[config.mk]
export PLATFORM = sky130hd
export DESIGN_NAME = cht_csr
export DESIGN_NICKNAME = d
export VERILOG_FILES = /design/src/rtl/cht_pkg.sv /design/src/rtl/cht_csr.sv
export SDC_FILE = /design/constraint.sdc
export NUM_CORES = 1
export LEC_CHECK = 0
export BUFFER_PORTS_ARGS = -buffer_cell sky130_fd_sc_hd__buf_2
export CAP_MARGIN = 20
export CELL_PAD_IN_SITES_DETAIL_PLACEMENT = 0
export CELL_PAD_IN_SITES_GLOBAL_PLACEMENT = 2
export CORE_UTILIZATION = 25
export DETAILED_ROUTE_END_ITERATION = 12
export HOLD_SLACK_MARGIN = 0.08
export PLACE_DENSITY = 0.75
export SLEW_MARGIN = 5
export SYNTH_ARGS = -nofsm -noshare
export SYNTH_HDL_FRONTEND = slang
export SYNTH_SLANG_ARGS = --single-unit
[constraint.sdc]
create_clock -name clock -period 1.68 [get_ports clock]
set_input_delay 0.336 -clock clock [delete_from_list [all_inputs] [get_ports clock]]
set_output_delay 0.336 -clock clock [all_outputs]
set_load 0.005 [all_outputs]
[src/rtl/cht_pkg.sv]
// ----------------------------------------------------------------------------
// cht_pkg
// Types, field widths and codes shared by the cuckoo hash table modules.
// ----------------------------------------------------------------------------
`timescale 1ns / 1ps

package cht_pkg;

   localparam int KEY_W      = 31;
   localparam int ENTRY_W    = KEY_W + 1;
   localparam int OCC_W      = 12;
   localparam int STATUS_W   = 2;
   localparam int SIZE_W     = 4;
   localparam int KICK_W     = 8;
   localparam int LG_W       = 5;
   localparam int CSR_IDX_W  = 1;
   localparam int CSR_DATA_W = 8;
   localparam int REQ_W      = 32;
   localparam int RSP_W      = 48;

   localparam logic [1:0] HASH_DELTA = 2'd3;

   localparam logic REQ_INSERT = 1'b0;
   localparam logic REQ_SEARCH = 1'b1;

   localparam logic [STATUS_W-1:0] STATUS_DONE = 2'd0;
   localparam logic [STATUS_W-1:0] STATUS_FULL = 2'd1;
   localparam logic [STATUS_W-1:0] STATUS_KICK = 2'd2;

   localparam logic [CSR_IDX_W-1:0] CSR_SIZE_LOG2  = 1'b0;
   localparam logic [CSR_IDX_W-1:0] CSR_KICK_LIMIT = 1'b1;

   localparam logic [SIZE_W-1:0] SIZE_LOG2_RST  = 4'd10;
   localparam logic [KICK_W-1:0] KICK_LIMIT_RST = 8'd32;

   typedef struct packed {
      logic [LG_W-1:0]   size_lg;     // clamped to 1..LOG_SLOTS
      logic [KICK_W-1:0] kick_limit;
   } cfg_type;

endpackage

[src/rtl/cht_csr.sv]
// ----------------------------------------------------------------------------
// cht_csr
// Configuration registers: table size and displacement limit.
// ----------------------------------------------------------------------------
`timescale 1ns / 1ps

module cht_csr #(
   parameter int LOG_SLOTS = 10
) (
   input  logic                             clock,
   input  logic                             reset,
   input  logic                             csr_valid,
   output logic                             csr_ready,
   input  logic [cht_pkg::CSR_IDX_W-1:0]    csr_index,
   input  logic [cht_pkg::CSR_DATA_W-1:0]   csr_data,
   output cht_pkg::cfg_type                 cfg
);

   logic [cht_pkg::SIZE_W-1:0] size_ff, size_in;
   logic [cht_pkg::KICK_W-1:0] kick_ff, kick_in;
   logic [cht_pkg::LG_W-1:0]   size_ext;

   assign csr_ready = 1'b1;

   always_comb begin
      size_in = size_ff;
      kick_in = kick_ff;
      if (csr_valid) begin
         unique case (csr_index)
            cht_pkg::CSR_SIZE_LOG2:  size_in = csr_data[cht_pkg::SIZE_W-1:0];
            cht_pkg::CSR_KICK_LIMIT: kick_in = csr_data;
            default: ;
         endcase
      end
   end

   always_ff @(posedge clock) begin
      if (reset) begin
         size_ff <= cht_pkg::SIZE_LOG2_RST;
         kick_ff <= cht_pkg::KICK_LIMIT_RST;
      end else begin
         size_ff <= size_in;
         kick_ff <= kick_in;
      end
   end

   assign size_ext = {1'b0, size_ff};

   always_comb begin
      if (size_ext == '0) begin
         cfg.size_lg = cht_pkg::LG_W'(1);
      end else if (size_ext > cht_pkg::LG_W'(LOG_SLOTS)) begin
         cfg.size_lg = cht_pkg::LG_W'(LOG_SLOTS);
      end else begin
         cfg.size_lg = size_ext;
      end
      cfg.kick_limit = kick_ff;
   end

endmodule

==> reports/metrics.cfg, run 1 <==
[sta]
maxSlewViolCount = 0
hold_viol = 0
period_minus_slack_ns = 1.36
tns_ns = 0
whs_ns = 0.316
fmaxAchievable_mhz = 737
rsz0062_at_grt = no
setup-violations-final = 0
fin_skew_ns = 0
finalCritPeriodShare = 0.808

[synth]
synth_most_common_cell = dfxtp_1
synth_top_family_by_area = simple AND/OR/NAND/NOR gates
synth_mux_area_frac = 0.0758
yosysWarnings = 0
synthAdderAreaFrac = 0
ys_top_cells_by_area = dfxtp_1, mux2i_1, a21oi_1
synth_compound_area_frac = 0.107
synth-xor-area-share = 0
synth.avg_cell_area_um2 = 8.80
synth_top_area_frac = 0.455
mappedNetlistNets = 72
ys_types = 19
synth_common_cells = dfxtp_1, nand2_1, a21oi_1, nand3_1
ys_seq_area_frac = 0.455
postSynthCellCount = 60
async_flop_share = 0
synth_top_area_cell = dfxtp_1
synth_area_um2 = 528
synth_edf_count = 0
ys.flop_type = dfxtp_1
yosys.area_share.simple = 0.237
synth_seq_cells = 12

[power_and_ir_drop]
power_density_mw_per_mm2 = 850
vdd.ir_drop.worst_v = 0.000475
p_leak_nw = 0.310

[route]
firstDrtPassIters = 3
wire_per_inst_um = 9.95
drt_wl_total_um = 1060
via_count = 439
drcViolationCount = 0
vias_per_cell = 4.14
ant_nets = 0
drtIter0Drc = 8

[critical_path]
worstPathArrival_ns = 1.02
required_ns = 1.34
crit_type = register to primary output
crit_slowest_cell = dfxtp_1
timing.critical_path.to_type = primary output
crit_path_start_kind = register
critPathMostFrequentCell = nor2_1
crit_chain = nor2_1 -> nor2_1 -> o21ai_0 -> buf_2
cp_max_fo = 3
slowest_delay_ns = 0.32

[layout]
utilization = 0.323
num_antenna_cells = 0
syn_to_final_growth_pct = 21.3
stdcell_area_um2 = 641
final_nets = 93
drive_gt1_frac = 0.354

[clocking]
root_buffer = clkbuf_4
post_cts_buffers = 0
htreeDepth = 1
clk_latency_ns = 0.26
clockBufferDepth = 2
hold_buffers = 0
cts_resized = 0
cts_made_buffers = 3
clk_pin_slew_worst_paths_ns = 0.07
clock-sinks = 12
cts_tree = done

[run_status]
status = completed

[grt]
grt_first_pass_wirelength_um = 1490
grt.total_usage = 0.0976
antenna_found_initial = 0
grt_pass1_vias = 346
gr-total-overflow = 0
grt_max_degree = 13

[floorplan]
coreArea_mm2 = 0.00198
initial_core_util = 0.266
dieArea_mm2 = 0.00230
rows = 16
die_h_um = 48.0
pin_count = 26
die_w_um = 48.0

[hold_path]
hold_class = input port to register

[run]
maxCapViolCount = 0

[place]
gp_congestion = 0.650
io_buffers = 23
dpl-instance-area_um2 = 618
hpwl_um = 761

## worst paths after layout
check                                              from                       to  slack, ns  depth (start not counted)
worst max-delay path            size_ff[1]$_SDFFE_PP1P_                   cfg[8]       0.32                          4
worst min-delay path                        csr_data[1]  size_ff[1]$_SDFFE_PP1P_       0.32                          3
worst max register to register  kick_ff[5]$_SDFFE_PP1P_  kick_ff[5]$_SDFFE_PP1P_       1.02                          1
worst min register to register  kick_ff[6]$_SDFFE_PP0P_  kick_ff[6]$_SDFFE_PP0P_       0.46                          2
## layout by cell type (no fill, tap or decap)
master	count
and3_1	1
mux2i_1	4
nor2b_1	1
o21ai_0	1
nand2_2	1
a211o_1	1
nand2b_4	1
buf_2	23
a21o_1	1
nand3_1	7
a21oi_1	7
dfxtp_1	12
nand2_1	8
clkbuf_4	3
nand2b_1	2
conb_1	2
nor2_1	4
## layer usage
layer,part of all wire,GRT usage,vias to the layer above
met5,0,0,-
met4,0,0.0667,0
met3,0.065,0.0340,0
met2,0.44,0.127,16
met1,0.49,0.132,192
li1,-,-,231
## logic make-up after synthesis
| kind of cell | after synthesis |
|---|---|
| and+or+nand+nor | 25 |
| DFF | 12 |
| AOI/OAI and AO/OA | 10 |
| buffers and inverters | 7 |
| muxes | 4 |
| other | 2 |
## worst max-delay path, delay by kind of cell (launching register included)
family / cells / cell delay [ns]
buffers and inverters: 1 / 0.13
AND/OR/NAND/NOR: 2 / 0.19
flip-flops: 1 / 0.32
AO/OA/AOI/OAI: 1 / 0.13
## flip-flops by register name (all words and copies together) (netlist names)
register and cells:
size_ff 4, kick_ff 8
## stage by stage
stage / std cells / total power, mW / worst slack [ns]
global route: 106 / 0.580 / 0.212
CTS: 106 / 0.556 / 0.294
floorplan: 60 / 0.363 / 0.684
global placement: 103 / 0.383 / 0.568
detailed placement: 103 / 0.384 / 0.536
finish: 106 / 0.545 / 0.323
## layout make-up
class	count	area (um^2)
Fill cell	227	1340
Sequential cell	12	240
Multi-Input combinational cell	41	229
Timing Repair Buffer	23	115
Tap cell	27	33.8
Clock buffer	3	22.5
## report_power, final
group / switching (mW) / internal (mW) / total (mW) / leakage [nW]
Sequential: 0.00807 / 0.298 / 0.306 / 0.0983
Clock: 0.0848 / 0.0827 / 0.168 / 0.0138
Combinational: 0.0365 / 0.0340 / 0.0705 / 0.198
Total: 0.129 / 0.415 / 0.545 / 0.310
(Power assumes the default switching activity.)
==> inputs of run 2 (changes only) <==
Settings changed: CORE_UTILIZATION 25 to 21, PLACE_DENSITY 0.75 to 0.67.
Clock period 1.68 ns to 1.2 ns, I/O delays scaled along.
==> run 2 against run 1 <==
Net effect: the run now ends with negative setup slack left; largest cell class unchanged; design area up 4.3%; via count up 4.8%; critical endpoint unchanged; sequential share of layout area down 0.80 points; first-iteration DRC count down 13%.
==> reports/metrics.cfg, run 2 (synthesis results as in run 1) <==
[run_status]
status = complete, but fails checks
violations = negative setup slack

[critical_path]
crit_type = register to primary output
slowest_delay_ns = 0.35  ; +0.03 ns
cp.depth = 4  ; unchanged
crit_slowest_cell = dfxtp_2
r2r_cells = 1  ; unchanged
required_ns = 0.96  ; -0.38 ns
crit_path_end = cfg[8]
crit_chain = nor2_4 -> nor2_1 -> o21ai_1 -> buf_2
cp_max_fo = 3  ; unchanged
crit_path_start_kind = register
r2r_start = kick_ff[5]$_SDFFE_PP1P_
timing.critical_path.to_type = primary output
path_buf_inv = 1  ; unchanged
ff2ff_setup_slack_ns = 0.54  ; -0.48 ns
cp_top_family = flip-flops
timing.critical_path.from = size_ff[1]$_SDFFE_PP1P_
worstPathArrival_ns = 0.98  ; -0.04 ns
timing.rr.end = kick_ff[5]$_SDFFE_PP1P_

[layout]
num_antenna_cells = 0  ; unchanged
syn_to_final_growth_pct = 26.5
drive_gt1_frac = 0.400  ; +0.0456
top_register = kick_ff
utilization = 0.291  ; -0.0324
layout_commonest_cell = buf_2
final_cell_mix = buf_2, dfxtp_1, nand2_1, nand3_1, a21oi_1
largest_reg_flops = 8  ; unchanged
final_nets = 93  ; unchanged
top_regs = kick_ff (8), size_ff (4)

[power_and_ir_drop]
p_sw_frac = 0.240  ; +0.00212
clkPwrFrac = 0.379  ; +0.071
switching_power_mw = 0.205  ; +58%
power_density_mw_per_mm2 = 1280  ; +51%
comb_power_share = 0.117  ; -0.013
p_leak_nw = 0.317  ; +2.4%
vdd.ir_drop.worst_v = 0.000490  ; +3.1%
p_seq_frac = 0.504  ; -0.059
internal-power_mw = 0.650  ; +57%
total_power_mw = 0.855  ; +57%

[floorplan]
initial_core_util = 0.230  ; -0.0366
pin_count = 26  ; unchanged
coreArea_mm2 = 0.00230  ; +16%
dieArea_mm2 = 0.00272  ; +18%
die_h_um = 52.1  ; +8.7%
die_w_um = 52.1  ; +8.7%
rows = 17  ; +1

[place]
pre_cts_slack_ns = 0.151  ; -0.385 ns
gp_congestion = 0.635  ; -2.3%
hpwl_um = 835  ; +9.8%
io_buffers = 23  ; unchanged

[grt]
antenna_found_initial = 0  ; unchanged
gr-total-overflow = 0  ; unchanged
grt_first_pass_wirelength_um = 1750  ; +18%
grt_pass1_vias = 407  ; +18%
grt.total_usage = 0.0916  ; -0.00605
grt_max_degree = 13  ; unchanged

[hold_path]
hold_class = input port to register
min-delay-start = csr_data[3]

[route]
wire_per_inst_um = 10.4  ; +4.3%
drtIter0Drc = 7  ; -1
drcViolationCount = 0  ; unchanged
drt_wl_total_um = 1120  ; +6.3%
via_count = 460  ; +4.8%
vias_per_cell = 4.26  ; +2.8%
firstDrtPassIters = 4  ; +1
ant_nets = 0  ; unchanged

[sta]
rsz0062_at_grt = yes
hold_viol = 0  ; unchanged
finalCritPeriodShare = 1.02
fin_skew_ns = 0  ; unchanged
fin_ws_ns = -0.0188  ; -0.342 ns
fmaxAchievable_mhz = 820
period_minus_slack_ns = 1.22
setup-violations-final = 1  ; +1
maxSlewViolCount = 0  ; unchanged

[clocking]
clock-sinks = 12  ; unchanged
clockBufferDepth = 2  ; unchanged
clk_pin_slew_worst_paths_ns = 0.08  ; about the same
cts_tree = done
htreeDepth = 1  ; unchanged
clk_latency_ns = 0.27  ; about the same
root_buffer = clkbuf_4
post_cts_buffers = 0  ; unchanged
cts_made_buffers = 3  ; unchanged

[run]
maxCapViolCount = 0  ; unchanged

## run 2: through the flow
stage	instances	cell area (um^2)	TNS [ns]	hold WS, ns
floorplan	60	528	0	0.341
global placement	104	619	0	0.452
finish	108	668	-0.0188	0.206
global route	108	668	-0.0726	0.202
CTS	108	659	-0.0494	0.201
detailed placement	104	619	0	0.448
## run 2: per-layer routing
| metal | up-vias | track usage | part of all wire |
|---|---|---|---|
| met5 | - | 0 | 0 |
| met4 | 0 | 0.0658 | 0.0089 |
| met3 | 2 | 0.0322 | 0.084 |
| met2 | 17 | 0.139 | 0.43 |
| met1 | 205 | 0.105 | 0.48 |
| li1 | 236 | - | - |
## run 2: repair_timing
action,4_1_cts,5_1_grt
hold buffers,0,0
pin swaps,1,1
endpoints found under the setup margin,1,1
resized for setup,3,3
## run 2: tightest hold or removal path: stages
cell,delay (ns)
buf_2,0.09
mux2i_1,0.06
nand2b_1,0.06
## run 2: power groups by stage
stage | combinational (mW) | sequential (mW) | clock, mW
floorplan | 0.0701 | 0.439 | 0
global placement | 0.0991 | 0.440 | 0
detailed placement | 0.0994 | 0.439 | 0
CTS | 0.100 | 0.431 | 0.337
global route | 0.111 | 0.434 | 0.356
finish | 0.0997 | 0.431 | 0.324
## run 2: how the worst min path moves through the flow
stage                                    endpoint  slack [ns]  depth (start not counted)
final                     size_ff[3]$_SDFFE_PP1P_        0.21                          3
after global routing      size_ff[1]$_SDFFE_PP1P_        0.20                          3
after CTS                 size_ff[3]$_SDFFE_PP1P_        0.20                          3
after detailed placement  kick_ff[3]$_SDFFE_PP0P_        0.45                          2
after floorplan           size_ff[1]$_SDFFE_PP1P_        0.34                          1
after global placement    kick_ff[5]$_SDFFE_PP1P_        0.45                          1
## run 2: final cells by class
| class | count | area, um^2 |
|---|---|---|
| tap | 28 | 35.0 |
| sequential | 12 | 245 |
| timing repair buffer | 23 | 115 |
| multi-input combinational | 41 | 236 |
| fill | 261 | 1630 |
| clock buffer | 4 | 36.3 |
==> inputs of run 3 (changes only) <==
==> constraint.sdc (replaced) <==
create_clock -name clock -period 1.2 [get_ports clock]
set_input_delay 0 -clock clock [delete_from_list [all_inputs] [get_ports clock]]
set_output_delay 0 -clock clock [all_outputs]
set_load 0.005 [all_outputs]
==> run 3 against run 2 <==
Net effect: the run now ends clean; register-to-register slack lost 0.50 ns; design area is 20% higher; final cell count increased by 13%; combinational power is 32% higher; sequential cell count stayed put; non-clock buffer count grew 14; clock skew unchanged; worst setup slack better by 0.058 ns; die area unchanged; total power increased by 3.5%; critical path type is now register to register; highest routed layer unchanged.
==> reports/metrics.cfg, run 3 (synthesis results as in run 1) <==
[sta]
maxSlewViolCount = 0  ; unchanged
fmaxAchievable_mhz = 862  ; +5.0%
tns_ns = 0  ; +0.0188 ns
hold_viol = 0  ; unchanged
setup-violations-final = 0  ; -1
period_minus_slack_ns = 1.16  ; -0.0581 ns
fin_skew_ns = 0  ; unchanged
fin_ws_ns = 0.0393  ; +0.0581 ns
rsz0062_at_grt = no
finalCritPeriodShare = 0.967  ; -0.0484

[power_and_ir_drop]
internal-power_mw = 0.679  ; +4.5%
p_sw_frac = 0.232  ; -0.00757
p_seq_frac = 0.486  ; -0.018
clkPwrFrac = 0.365  ; -0.014
switching_power_mw = 0.205  ; +0.19%
vdd.ir_drop.worst_v = 0.000561  ; +14%
comb_power_share = 0.149  ; +0.032
p_leak_nw = 0.372  ; +17%
power_density_mw_per_mm2 = 1100  ; -14%

[critical_path]
worstPathArrival_ns = 1.33  ; +0.35 ns
slowest_delay_ns = 0.54  ; +0.19 ns
cp_max_fo = 4  ; +1
timing.critical_path.to_type = register
crit_chain = mux2i_1 -> nor2_1 -> dlygate4sd3_1
crit_slowest_cell = dlygate4sd3_1
cp_top_family = buffers and inverters
required_ns = 1.37  ; +0.41 ns
crit_type = register to register
path_buf_inv = 1  ; unchanged
ff2ff_setup_slack_ns = 0.04  ; -0.50 ns
crit_path_start_kind = register

[hold_path]
hold_class = input port to register

[clocking]
htreeDepth = 1  ; unchanged
cts_made_buffers = 3  ; unchanged
clk_pin_slew_worst_paths_ns = 0.08  ; about the same
clk_latency_ns = 0.27  ; about the same
clockBufferDepth = 2  ; unchanged
root_buffer = clkbuf_4
clock-sinks = 12  ; unchanged
cts_tree = done

[layout]
layout_commonest_cell = buf_2
syn_to_final_growth_pct = 51.9
final_cell_mix = buf_2, dlygate4sd3_1, dfxtp_1, nand2_1
num_antenna_cells = 0  ; unchanged
fillers = 254  ; -2.7%
drive_gt1_frac = 0.309  ; -0.0915
largest_reg_flops = 8  ; unchanged
multiInputGateArea_um2 = 229  ; -3.2%
seq_area_um2 = 241  ; -1.5%
final_nets = 107  ; +15%
top_register = kick_ff
top_regs = kick_ff (8), size_ff (4)

[route]
firstDrtPassIters = 2  ; -2
ant_nets = 0  ; unchanged
drtIter0Drc = 4  ; -3
drt_wl_total_um = 1210  ; +8.0%
vias_per_cell = 4.14  ; -2.8%
via_count = 505  ; +9.8%
drcViolationCount = 0  ; unchanged
wire_per_inst_um = 9.93  ; -4.4%

[floorplan]
die_w_um = 52.1  ; unchanged
pin_count = 26  ; unchanged
dieArea_mm2 = 0.00272  ; unchanged
die_h_um = 52.1  ; unchanged
rows = 17  ; unchanged
initial_core_util = 0.230  ; unchanged
coreArea_mm2 = 0.00230  ; unchanged

[grt]
met3_usage = 0.0263  ; -0.00585
grt.total_usage = 0.104  ; +0.0121
grt_first_pass_wirelength_um = 1930  ; +9.9%
grt_busiest_layer = met2
antenna_found_initial = 0  ; unchanged
grt_use_met1 = 0.112  ; +0.00683
gr-total-overflow = 0  ; unchanged
grt_max_degree = 11  ; -2
grt_use_met2 = 0.165  ; +0.0256
grt_pass1_vias = 451  ; +11%

[place]
gp_congestion = 0.635  ; unchanged
hpwl_um = 821  ; -1.7%
io_buffers = 23  ; unchanged
pre_cts_slack_ns = 0.394  ; +0.243 ns

[run_status]
status = completed

[run]
maxCapViolCount = 0  ; unchanged

-- run 3: changes by cell type in the layout (fill, tap and decap cells not counted), sizes merged --
cell,change
dlygate4sd3,+15
buf,-1
-- run 3: what timing repair did --
action | CTS | global route
setup buffers | 0 | 0
resized for setup | 0 | 1
endpoints found under the setup margin | 0 | 1
hold buffers | 15 | 0
endpoints found under the hold margin | 12 | 0
-- run 3: area by class of cell --
cell class	instances	area share
Timing Repair Buffer	37	0.324
Multi-Input combinational cell	41	0.285
Tap cell	28	0.0437
Clock buffer	4	0.0452
Sequential cell	12	0.301
-- run 3: through the flow --
step	total power, mW	utilization	area (um^2)	hold slack [ns]	cells
6_report	0.884	0.349	802	0.0768	122
5_1_grt	0.940	0.349	802	0.0862	122
4_1_cts	0.904	0.351	806	0.0804	123
3_5_place_dp	0.538	0.270	619	0.253	104
3_3_place_gp	0.539	0.270	619	0.246	104
2_1_floorplan	0.509	-	528	0.101	60
-- run 3: worst min-delay path, cell delays in order --
cell and delay (ns):
buf_2 0.16, nand3_1 0.10, a21oi_1 0.05
-- run 3: final timing paths --
kind / cells past startpoint / start / end
worst max-delay path: 3 / size_ff[2]$_SDFFE_PP0P_ / size_ff[2]$_SDFFE_PP0P_
worst min-delay path: 3 / csr_index / kick_ff[3]$_SDFFE_PP0P_
worst max register to register: 3 / size_ff[2]$_SDFFE_PP0P_ / size_ff[2]$_SDFFE_PP0P_
worst min register to register: 2 / kick_ff[0]$_SDFFE_PP0P_ / kick_ff[0]$_SDFFE_PP0P_
-- run 3: power by group through the flow --
stage | Combinational [mW] | Sequential (mW) | Clock (mW)
floorplan | 0.0701 | 0.439 | 0
global placement | 0.0990 | 0.440 | 0
detailed placement | 0.0992 | 0.439 | 0
CTS | 0.135 | 0.430 | 0.338
global route | 0.146 | 0.433 | 0.361
finish | 0.132 | 0.430 | 0.323
-- run 3: layer usage --
metal,vias to the layer above,routed length [um]
met2,20,533
li1,264,-
met3,5,73
met4,0,40
met1,216,564
met5,-,0
